==> config.mk <==
export PLATFORM = sky130hd
export DESIGN_NAME = wlm_reduce
export DESIGN_NICKNAME = d
export VERILOG_FILES = /design/src/wlm_reduce.sv
export SDC_FILE = /design/constraint.sdc
export NUM_CORES = 1
export LEC_CHECK = 0
export BUFFER_PORTS_ARGS = -buffer_cell sky130_fd_sc_hd__buf_2
export CORE_UTILIZATION = 45
export DETAILED_ROUTE_END_ITERATION = 6
export GPL_ROUTABILITY_DRIVEN = 1
export PLACE_DENSITY = 0.69
export SYNTH_ARGS = -nofsm -noshare
export SYNTH_HDL_FRONTEND = slang
export SYNTH_SLANG_ARGS = --single-unit
==> constraint.sdc <==
create_clock -name clk -period 13.6 [get_ports clk]
set_input_delay 1.36 -clock clk [delete_from_list [all_inputs] [get_ports clk]]
set_output_delay 1.36 -clock clk [all_outputs]
set_load 0.03 [all_outputs]
==> src/wlm_reduce.sv <==
module wlm_reduce #(
	parameter int N  = 15,
	parameter int PW = 16,
	parameter int CW = 4
) (
	input  logic                 clk,
	input  logic                 in_v [N],
	input  logic signed [PW-1:0] in_m [N],
	input  logic        [CW-1:0] in_c [N],
	output logic                 out_v,
	output logic signed [PW-1:0] out_m,
	output logic        [CW-1:0] out_c
);

	localparam int G  = 4;
	localparam int NG = (N + G - 1) / G;

	typedef struct packed {
		logic                 v;
		logic signed [PW-1:0] m;
		logic        [CW-1:0] c;
	} elem_t;

	// keep the larger maximum; on a tie add the occurrence counts
	function automatic elem_t merge(elem_t a, elem_t b);
		elem_t r;
		r = a;
		if (!a.v) begin
			r = b;
		end else if (b.v) begin
			if (b.m > a.m) begin
				r = b;
			end else if (b.m == a.m) begin
				r.c = a.c + b.c;
			end
		end
		return r;
	endfunction

	elem_t pad [NG*G];
	elem_t part_d [NG];
	elem_t part_s1 [NG];
	elem_t res_d;
	elem_t res_s2;

	for (genvar i = 0; i < NG*G; i++) begin : g_pad
		if (i < N) begin : g_in
			assign pad[i] = elem_t'{v: in_v[i], m: in_m[i], c: in_c[i]};
		end else begin : g_fill
			assign pad[i] = '0;
		end
	end

	always_comb begin
		elem_t acc;
		for (int g = 0; g < NG; g++) begin
			acc = pad[g*G];
			for (int j = 1; j < G; j++) begin
				acc = merge(acc, pad[g*G+j]);
			end
			part_d[g] = acc;
		end
	end

	always_ff @(posedge clk) begin
		part_s1 <= part_d;
	end

	always_comb begin
		res_d = part_s1[0];
		for (int g = 1; g < NG; g++) begin
			res_d = merge(res_d, part_s1[g]);
		end
	end

	always_ff @(posedge clk) begin
		res_s2 <= res_d;
	end

	assign out_v = res_s2.v;
	assign out_m = res_s2.m;
	assign out_c = res_s2.c;

endmodule

Yosys cells after proc, flatten, opt, wreduce, memory -nomap -nowiden
Index checks and enable logic that the tools add are counted.
{"block": "classes", "n_addsub": 14, "n_lt_le_gt_ge": 14, "n_eq_ne": 14, "muxes": 71}
{"cell": "21-bit 2-to-1 mux", "count": 16}
{"cell": "20-bit 2-to-1 mux", "count": 13}
{"cell": "16-bit equality test", "count": 14}
{"cell": "16-bit > comparator", "count": 14}
{"cell": "16-bit 2-to-1 mux", "count": 14}
{"cell": "4-bit 2-to-1 mux", "count": 28}
{"cell": "4-bit adder", "count": 14}
{"block": "word_totals", "reg_bits": 105, "output_inout_bits": 21}

Logic depth before layout (Yosys ltp)
Gate-level depths: netlist (run 1).
{"block": "logic_depth", "ltp_word": 15, "ltp_mapped": 40}

Worst setup path after synthesis (run 1)
Ideal clock, no wire load.
{"block": "synth_path", "kind": "input to register", "startpoint": "input in_m[175] (netlist bit)", "endpoint": "register part_s1[48] (netlist bit)", "setup_ps": 129, "arrival_ps": 8249, "t_required_ps": 13471, "slack_ps": 5222, "path_stages": 37, "path_buffers": 5, "path_cell_list": "inv_1 -> ha_1 -> nand4_2 -> nor4_4 -> nand3b_1 -> nand2_1 -> mux2i_2 -> buf_4 -> buf_1 -> mux2i_1 -> ha_1 -> nand2_1 -> nor3_1 -> and4_1 -> clkbuf_1 -> inv_1 -> or3_1 -> a21oi_1 -> nor2_1 -> o32a_2 -> a31oi_4 -> buf_2 -> nand2_1 -> o21ai_1 -> ha_1 -> a21o_1 -> a21o_1 -> a21oi_1 -> nor2_1 -> a211oi_1 -> o221ai_1 -> mux2i_1 -> nor2_1 -> nand2_1 -> nand2_1 -> clkbuf_1 -> o21ai_0"}
{"item": "start: declaration", "line_no": "8", "rtl": "input logic signed [PW-1:0] in_m [N],"}
{"item": "end signal: assignment", "line_no": "66", "rtl": "part_s1 <= part_d;"}
{"item": "end: declaration", "line_no": "42", "rtl": "elem_t part_s1 [NG];"}

==> flow_summary_export.csv, run 1 <==
group,metric,value,unit
status,status,"complete, but fails checks",
status,failed_checks,"design-rule violations",
setup_path,rr_endpoint,"out_m[3]",
timing,setup_viol,0,
pwr,switchingPower,1.096,mW
placed_design,dpl_cell_area,16650,sq um
timing,timing.hold.ws,0.4717,ns
setup_path,worstReg2RegStart,"part_s1[82]",
grt,grt_max_degree,36,
synthesis,synthArstFlopShare,0,
pwr,p_seq_frac,0.201,
cts,cts-root-buf,"clkbuf_16",
synthesis,ys.flop_type,"dfxtp_1",
setup_path,reg2reg_depth,33,
cts,cts_buffer_depth,2,
grt,grt_util_all_layers,0.2515,
grt,grt_pass1_wl,68.50,mm
timing,slew_viol_final,0,
cts,post_cts_buffers,0,
synthesis,yosys-top-cells-area,"ha_1 22%, dfxtp_1 14%, mux2i_1 5.4%, nand2_1 4.6%, a21oi_1 4.5%",
min_path,hold_path_class,"reg2reg",
pwr,switching_share,0.4774,
detailed_routing,wl,42.69,mm
pwr,powerDensity,135.6,nW/um^2
placed_design,dpl.hpwl,36.78,mm
pwr,p_clk_frac,0.106,
min_path,hold_end,"out_m[4]",
layout,layout_common_cells,"336 x buf_2, 258 x ha_1, 178 x nand2_1",
pwr,power,2.296,mW
synthesis,netlist_area,14640,sq um
synthesis,synth.distinct_cells,102,
setup_path,crit_type,"in2reg",
timing,rsz0062_at_grt,"false",
floorplanning,die_h,182.4,um
min_path,hold_path.startpoint,"part_s1[8]",
detailed_routing,dr.first_iter.drc_count,680,
setup_path,crit_family,"simple AND/OR/NAND/NOR gates",
cts,cts_buffers,9,
floorplanning,initial_utilization,0.4604,
setup_path,cp-end-kind,"flip-flop",
timing,fmax,0.1061,GHz
job,maxCapViolCount,0,
cts,hold_buffers,0,
cts,cts_tree,"built",
pwr,leakage,8.543,nW
grt,grt_pass1_vias,14070,
setup_path,worstPathMaxFanout,34,
setup_path,startpoint,"in_m[170]",
synthesis,yosys.area.top_type,"ha_1",
detailed_routing,via_per_inst,5.619,
setup_path,cp_slowest_stage_delay,0.69,ns
cts,cts_sinks,105,
layout,fin_cells,2639,
setup_path,crit_top_cell,"nand2_1",
cts,clkLatencyLatePin,0.36,ns
setup_path,start_kind,"primary input",
floorplanning,core_area,31800,sq um
placed_design,place_congestion,0.9424,
timing,setup_tns,0,ns
pwr,p_int,1.200,mW
setup_path,r2r_slack,4.67,ns
floorplanning,die_w,182.4,um
synthesis,synth.net_count,2489,
timing,worst_slew_pin_slew,1.179,ns
min_path,holdPathStages,2,
layout,fillers,3155,
floorplanning,io_pins,337,
timing,fin_crit,9.424,ns
cts,ctsResizeCount,0,
cts,ctsHtreeMaxLevel,3,
pwr,power_frac_comb,0.693,
pwr,peakVddDrop,118.5,uV
detailed_routing,post_drt_wl_per_cell,16.18,um
setup_path,cp.arrival,9.67,ns
grt,overflow,0,
setup_path,required,13.84,ns
cts,path_clk_slew,0.07,ns
synthesis,yosys_register_bits,105,
detailed_routing,postRouteAntennaNets,0,
timing,slew_headroom,0.2140,
timing,clock_skew,0.01039,ns
synthesis,synth_top_area_frac,0.2205,
detailed_routing,drt_drc_violations_left,1,
timing,hold_viol_final,0,
synthesis,synth-seq-area-share,0.1436,
synthesis,synth_cells,1901,
synthesis,synth_area_per_cell,7.701,sq um
timing,fin_crit_sh,0.6930,
grt,grt_antenna_before_repair,10,
layout,area.growth.synth_to_final,15.71,%
layout,final_common_cell,"buf_2",
synthesis,yosysWarnings,0,
setup_path,slowest_stage,"nand2_1",
floorplanning,dieArea,33260,sq um
layout,design_area,16940,sq um
detailed_routing,dr.pass1.iters,7,
synthesis,synth_edf_count,0,
detailed_routing,vias,14830,
floorplanning,placementRows,65,
setup_path,path_buf_inv,4,
layout,num-nets-final,2780,
placed_design,port_buffers,336,
layout,drive_above_1_share,0.2053,
placed_design,dp_cells,2616,
[worst max-delay path by stage]
stage / end / slack [ns] / cells after the start
after floorplan: part_s1[48] / 5.22 / 37
after global placement: part_s1[46] / 3.92 / 34
after detailed placement: part_s1[46] / 3.86 / 34
after CTS: part_s1[46] / 4.21 / 34
after global routing: part_s1[21] / 3.48 / 33
final: part_s1[46] / 4.18 / 34
[state kept, by name, indices dropped and copies added, names as in the netlist]
name,count
out_v,1
out_m,16
part_s1,84
out_c,4
[cells by family after synthesis]
| group | share of synthesized area |
|---|---|
| AOI/OAI and AO/OA | 0.2582 |
| xor gates and xnor gates | 0.01675 |
| adders and majority gates | 0.2403 |
| buffers and inverters | 0.06000 |
| DFF | 0.1436 |
| muxes | 0.06342 |
| and+or+nand+nor | 0.2177 |
[worst register-to-register path, delay by kind of cell (launching register included)]
kind	cells	cell delay, ns
AOI/OAI and AO/OA	18	4.25
muxes	1	0.32
buffers and inverters	4	1.00
adders and majority gates	3	0.92
DFF	1	0.37
and+or+nand+nor	7	1.93
[final cells by class]
type	count	area, sq um	share of cell area
Multi-Input combinational cell	1572	11670	0.6891
Sequential cell	105	2102	0.1241
Timing Repair Buffer	341	1719	0.1015
Inverter	163	611.8	0.03612
Tap cell	435	544.3	0.03213
Clock buffer	11	232.7	0.01374
Clock inverter	5	38.79	0.002290
Antenna cell	7	17.52	0.001034
[power groups by stage]
stage / Combinational [mW] / Clock [mW] / Sequential [mW]
2_1_floorplan: 1.13 / 0 / 0.503
5_1_grt: 1.78 / 0.258 / 0.471
6_report: 1.59 / 0.242 / 0.463
4_1_cts: 1.59 / 0.247 / 0.463
3_3_place_gp: 1.54 / 0 / 0.467
3_5_place_dp: 1.57 / 0 / 0.469
[synthesized netlist by cell type (31+ instances only)]
library cell / number
ha_1: 258
nand2_1: 178
inv_1: 163
nor2_1: 150
a21oi_1: 131
dfxtp_1: 105
o21ai_0: 87
mux2i_1: 79
a21o_1: 57
nand4_1: 53
clkbuf_1: 40
o21ai_1: 40
nand3_1: 33
o21a_1: 33
nor2b_1: 31
[stage by stage]
step	worst slack (ns)	util
after detailed placement	3.861	0.5236
after global placement	3.917	0.5236
after floorplan	5.222	-
final	4.176	0.5327
after global routing	3.481	0.5327
after CTS	4.210	0.5321
[routing by layer]
layer,track usage,wire [um],up-vias
met5,0,35,-
met4,0.06151,783,6
met3,0.03073,2117,51
met2,0.4483,20330,424
met1,0.3198,19430,6783
li1,-,-,7565
(Power assumes the default switching activity.)
==> inputs of run 2 (changes only) <==
Clock period 13.6 ns to 8.8 ns, I/O delays scaled along.
==> run 2 against run 1 <==
  * The flow now finishes without violations
  * Core utilization up 0.48 points
  * Global-route usage is 0.47 points higher
  * Register-to-register slack lost 4.1 ns
  * Critical endpoint is now out_m[5]
  * Non-clock buffer count is 15 higher
  * Routed wire length up 1.7%
  * Critical path depth down 2
  * Clock skew is 0.0022 ns higher
  * Cell count rose by 0.64%
  * Clock power increased by 73%
==> flow_summary_export.csv, run 2 (synthesis gave the netlist of run 1 again) <==
group,metric,value,unit
floorplanning,io_pins,337,
setup_path,cp.arrival,8.48,ns
detailed_routing,vias,15040,
timing,clock_skew,0.01257,ns
grt,grt_busiest_layer,"met2",
setup_path,cp-end-kind,"flip-flop",
layout,drive_above_1_share,0.2108,
setup_path,reg2reg_depth,32,
cts,cts_buffers,9,
floorplanning,core_area,31800,sq um
min_path,holdPathStages,2,
layout,area.growth.synth_to_final,16.75,%
cts,cts_buffer_depth,2,
grt,grt_antenna_before_repair,11,
timing,setup_tns,0,ns
detailed_routing,wl,43.41,mm
setup_path,rr_endpoint,"out_m[5]",
setup_path,slowest_stage,"nor4_4",
cts,cts_tree,"built",
layout,final_common_cell,"buf_2",
timing,fin_crit,8.245,ns
cts,path_clk_slew,0.07,ns
setup_path,worstPathMaxFanout,28,
cts,cts-root-buf,"clkbuf_16",
floorplanning,placementRows,65,
timing,fmax,0.1213,GHz
min_path,hold_end,"out_m[2]",
detailed_routing,dr.pass1.iters,6,
detailed_routing,post_drt_wl_per_cell,16.34,um
layout,num-nets-final,2795,
status,status,"completed",
cts,cts_sinks,105,
cts,ctsHtreeMaxLevel,3,
grt,met2_usage,0.4457,
grt,grt_util_all_layers,0.2563,
cts,post_cts_buffers,0,
setup_path,crit_type,"reg2reg",
layout,design_area,17090,sq um
grt,grt_util_met1,0.3174,
grt,use_met3,0.03512,
setup_path,r2r_slack,0.56,ns
grt,grt_pass1_vias,14540,
timing,slew_viol_final,0,
grt,grt_pass1_wl,69.49,mm
grt,overflow,0,
placed_design,dpl_cell_area,16760,sq um
detailed_routing,via_per_inst,5.661,
pwr,powerDensity,213.1,nW/um^2
min_path,hold_path.startpoint,"part_s1[6]",
detailed_routing,dr.first_iter.drc_count,715,
setup_path,path_buf_inv,4,
cts,hold_buffers,0,
timing,rsz0062_at_grt,"false",
floorplanning,dieArea,33260,sq um
grt,grt_max_degree,33,
layout,fillers,3079,
cts,clkLatencyLatePin,0.36,ns
cts,ctsResizeCount,0,
timing,setup_viol,0,
job,maxCapViolCount,0,
timing,fin_crit_sh,0.9369,
setup_path,required,9.04,ns
detailed_routing,drt_drc_violations_left,0,
timing,slew_headroom,0.2395,
setup_path,crit_family,"compound AO/OA/AOI/OAI gates",
floorplanning,initial_utilization,0.4604,
layout,layout_common_cells,"336 x buf_2, 258 x ha_1, 178 x nand2_1",
layout,largest_reg_flops,84,
pwr,leakage,8.630,nW
pwr,peakVddDrop,197.7,uV
layout,regMostFlops,"part_s1",
placed_design,place_congestion,0.9126,
placed_design,port_buffers,336,
floorplanning,die_h,182.4,um
detailed_routing,postRouteAntennaNets,0,
setup_path,cp_slowest_stage_delay,0.55,ns
setup_path,worstReg2RegStart,"part_s1[61]",
timing,hold_viol_final,0,
setup_path,start_kind,"flip-flop",
placed_design,dpl.hpwl,37.20,mm
floorplanning,die_w,182.4,um
timing,worst_slew_pin_slew,1.141,ns
min_path,hold_path_class,"reg2reg",
==> run 2: cell types whose count changed in the layout (fill, tap and decap cells not counted) <==
cell / change
diode_2: +3
clkbuf_1: -1
bufinv_16: +1
clkbuf_8: +2
clkinv_2: -2
buf_4: +15
inv_8: -1
==> run 2: report_power, final <==
part | internal, mW | leakage (nW) | switching, mW
combinational | 1.07 | 7.60 | 1.43
sequential | 0.622 | 0.883 | 0.100
clock | 0.236 | 0.149 | 0.182
total | 1.93 | 8.63 | 1.71
==> run 2: worst max path at each step <==
stage	to	slack, ns	startpoint	cells past startpoint
after global routing	part_s1[76]	0.01	in_m[239]	35
after detailed placement	part_s1[73]	0.31	in_m[239]	34
final	out_m[5]	0.56	part_s1[61]	32
after floorplan	part_s1[48]	0.90	in_m[175]	37
after global placement	part_s1[75]	0.32	in_m[239]	34
after CTS	out_m[5]	0.60	part_s1[61]	32
==> run 2: cell type report <==
cell class,instances,area (sq um),share of cell area
repair buffers,356,1832,0.1072
well taps,435,544.3,0.03184
diodes,10,25.02,0.001464
flip-flops and latches,105,2102,0.1230
multi-input cells,1572,11670,0.6829
inverters,163,611.8,0.03580
clock inverters,3,47.55,0.002782
clock buffers,12,256.5,0.01501
==> run 2: through the flow <==
step                total power [mW]  utilization  hold slack [ns]  setup WS [ns]  cells
global route                   3.977       0.5375           0.5070        0.01180   2656
floorplan                      2.527            -           0.4318         0.9018   1901
CTS                            3.636       0.5367           0.4753         0.5994   2646
detailed placement             3.204       0.5271           0.4449         0.3140   2631
global placement               3.140       0.5271           0.4647         0.3206   2631
finish                         3.642       0.5375           0.4746         0.5550   2656
==> run 2: worst register-to-register path: cells and delay by family (launching register included) <==
kind,cells,cell delay [ns]
AO/OA/AOI/OAI,16,3.65
AND/OR/NAND/NOR,8,1.95
buffers and inverters,4,0.98
adder cells (fa/ha/maj),3,0.85
flip-flops,1,0.35
multiplexers,1,0.32
==> run 2: metal layers <==
metal,vias to the layer above,share of wire
met5,-,0.00025
met4,2,0.031
met3,84,0.050
met2,460,0.47
met1,6895,0.45
li1,7595,-
==> inputs of run 3 (changes only) <==
Settings changed: ABC_AREA set to 1, PLACE_DENSITY 0.69 to 0.72.
==> run 3 against run 2 <==
  * Cell count is 10% higher
  * Sequential power rose by 2%
  * Routed wire length down 9.9%
  * Critical endpoint is now part_s1[34]
==> flow_summary_export.csv, run 3 <==
group,metric,value,unit
layout,fillers,3113,
setup_path,required,9.03,ns
timing,fin_crit,7.946,ns
pwr,p_seq_frac,0.190,
cts,cts_tree,"built",
detailed_routing,dr.pass1.iters,5,
synthesis,synth.net_count,2812,
pwr,switching_share,0.5248,
cts,cts_sinks,105,
pwr,p_int,1.844,mW
setup_path,crit_top_cell,"inv_1",
floorplanning,io_pins,337,
layout,layout_common_cells,"479 x nand2_1, 351 x inv_1, 336 x buf_2",
cts,ctsResizeCount,0,
grt,grt_util_all_layers,0.2348,
layout,final_common_cell,"nand2_1",
detailed_routing,via_per_inst,5.157,
floorplanning,core_area,30910,sq um
grt,grt_pass1_wl,63.95,mm
setup_path,r2r_slack,1.03,ns
status,status,"completed",
layout,regMostFlops,"part_s1",
synthesis,synth-seq-area-share,0.1468,
synthesis,synth_top_area_frac,0.2255,
floorplanning,dieArea,32530,sq um
timing,clock_skew,0.008026,ns
grt,grt_pass1_vias,14140,
cts,cts_buffers,9,
placed_design,place_congestion,0.9626,
layout,largest_reg_flops,84,
synthesis,synth_edf_count,0,
cts,cts-root-buf,"clkbuf_16",
setup_path,worstPathMaxFanout,32,
job,maxCapViolCount,0,
pwr,power,3.881,mW
setup_path,cp-end-kind,"flip-flop",
timing,finalWorstSetupSlack,0.8540,ns
pwr,p_clk_frac,0.093,
detailed_routing,dr.first_iter.drc_count,619,
floorplanning,die_w,180.4,um
grt,grt_antenna_before_repair,13,
timing,slew_viol_final,0,
min_path,hold_path_class,"reg2reg",
detailed_routing,post_drt_wl_per_cell,13.35,um
pwr,peakVddDrop,198.8,uV
layout,drive_above_1_share,0.1805,
timing,slew_headroom,0.4319,
synthesis,yosysMostFrequentCell,"nand2_1",
detailed_routing,vias,15110,
pwr,power_frac_comb,0.717,
detailed_routing,wl,39.11,mm
timing,setup_viol,0,
detailed_routing,postRouteAntennaNets,0,
synthesis,synth_cells,2224,
grt,grt_max_degree,33,
floorplanning,initial_utilization,0.4632,
pwr,powerDensity,234.4,nW/um^2
layout,num-nets-final,3110,
cts,ctsHtreeMaxLevel,3,
timing,worst_slew_pin_slew,0.8502,ns
synthesis,ys.flop_type,"dfxtp_1",
synthesis,yosys.area.top_type,"ha_1",
cts,hold_buffers,0,
synthesis,synth.distinct_cells,57,
timing,fin_crit_sh,0.9030,
setup_path,cp.arrival,8.18,ns
layout,area.growth.synth_to_final,15.65,%
setup_path,slowest_stage,"o21ai_0",
placed_design,port_buffers,336,
synthesis,yosys-top-cells-area,"ha_1 23%, dfxtp_1 15%, nand2_1 13%, inv_1 9.2%, a21oi_1 6.9%",
pwr,switchingPower,2.036,mW
timing,timing.hold.ws,0.4641,ns
placed_design,pre_cts_slack,0.6366,ns
cts,path_clk_slew,0.06,ns
synthesis,netlist_area,14320,sq um
placed_design,dpl.hpwl,34.57,mm
grt,overflow,0,
setup_path,start_kind,"primary input",
synthesis,yosys_register_bits,105,
floorplanning,placementRows,64,
detailed_routing,drt_drc_violations_left,0,
cts,cts_buffer_depth,2,
setup_path,cp_slowest_stage_delay,0.54,ns
timing,hold_viol_final,0,
synthesis,yosysWarnings,0,
cts,clkLatencyLatePin,0.35,ns
timing,rsz0062_at_grt,"false",
cts,post_cts_buffers,0,
floorplanning,die_h,180.4,um
timing,fmax,0.1259,GHz
timing,setup_tns,0,ns
pwr,leakage,9.263,nW
synthesis,synthArstFlopShare,0,
setup_path,crit_type,"in2reg",
synthesis,synth_area_per_cell,6.438,sq um
synthesis,synth_commonest_cells,"479 x nand2_1, 351 x inv_1, 258 x ha_1",
## run 3: changes by cell type after synthesis, sizes merged, moves of 25 or more
cell / change
nor2b: -31
a21oi: +50
a21o: -49
mux2i: -77
nand3: +83
o31ai: -27
o21ai: +124
nand2: +314
o21a: -26
and2: -28
nand4: -25
nor2: +39
inv: +198
## run 3: final timing paths
check         startpoint           to  cells past startpoint
max            in_m[111]  part_s1[34]                     42
min reg2reg   part_s1[0]     out_c[0]                      2
min           part_s1[0]     out_c[0]                      2
max reg2reg  part_s1[82]    out_m[15]                     44
## run 3: through the flow
step | area, sq um | cells | utilization
6_report | 16560 | 2929 | 0.5357
5_1_grt | 16560 | 2929 | 0.5357
4_1_cts | 16540 | 2923 | 0.5352
3_5_place_dp | 16270 | 2907 | 0.5264
3_3_place_gp | 16270 | 2907 | 0.5264
2_1_floorplan | 14320 | 2224 | -
## run 3: layout make-up
class                      count  area (sq um)  share of cell area
multi-input combinational   1702         10580              0.6392
sequential                   105          2102              0.1269
timing repair buffer         342          1727              0.1043
inverter                     362          1361             0.08221
tap                          396         495.5             0.02992
clock buffer                  11         232.7             0.01405
clock inverter                 5         41.29            0.002494
antenna                        6         15.01           0.0009068
## run 3: cells by family (layout without fill, tap and decap cells)
kind of cell,after synthesis,in the layout,synth area share
simple gates,856,856,0.2540
compound gates,540,540,0.2186
buf+inv,417,720,0.1145
fa+ha+maj,272,272,0.2450
flops,105,105,0.1468
xor+xnor,31,31,0.01896
mux,3,3,0.002097
other cells,0,6,0
## run 3: power groups by stage
stage	logic (mW)	clock network (mW)	registers, mW
2_1_floorplan	2.11	0	0.816
3_3_place_gp	2.70	0	0.743
3_5_place_dp	2.78	0	0.748
4_1_cts	2.79	0.375	0.738
5_1_grt	3.22	0.391	0.752
6_report	2.78	0.362	0.737
## run 3: layer usage
layer | share of wire | global-route usage | routed length [um] | vias to the layer above
li1 | - | - | - | 8009
met1 | 0.44 | 0.2819 | 17400 | 6685
met2 | 0.48 | 0.4198 | 18630 | 337
met3 | 0.057 | 0.04931 | 2236 | 63
met4 | 0.020 | 0.06496 | 782 | 12
met5 | 0.0016 | 0 | 62 | -
## run 3: critical path, delay by kind of cell
kind,cells,cell delay [ns]
compound gates,6,1.28
simple gates,19,3.05
buf+inv,14,1.85
fa+ha+maj,3,1.08
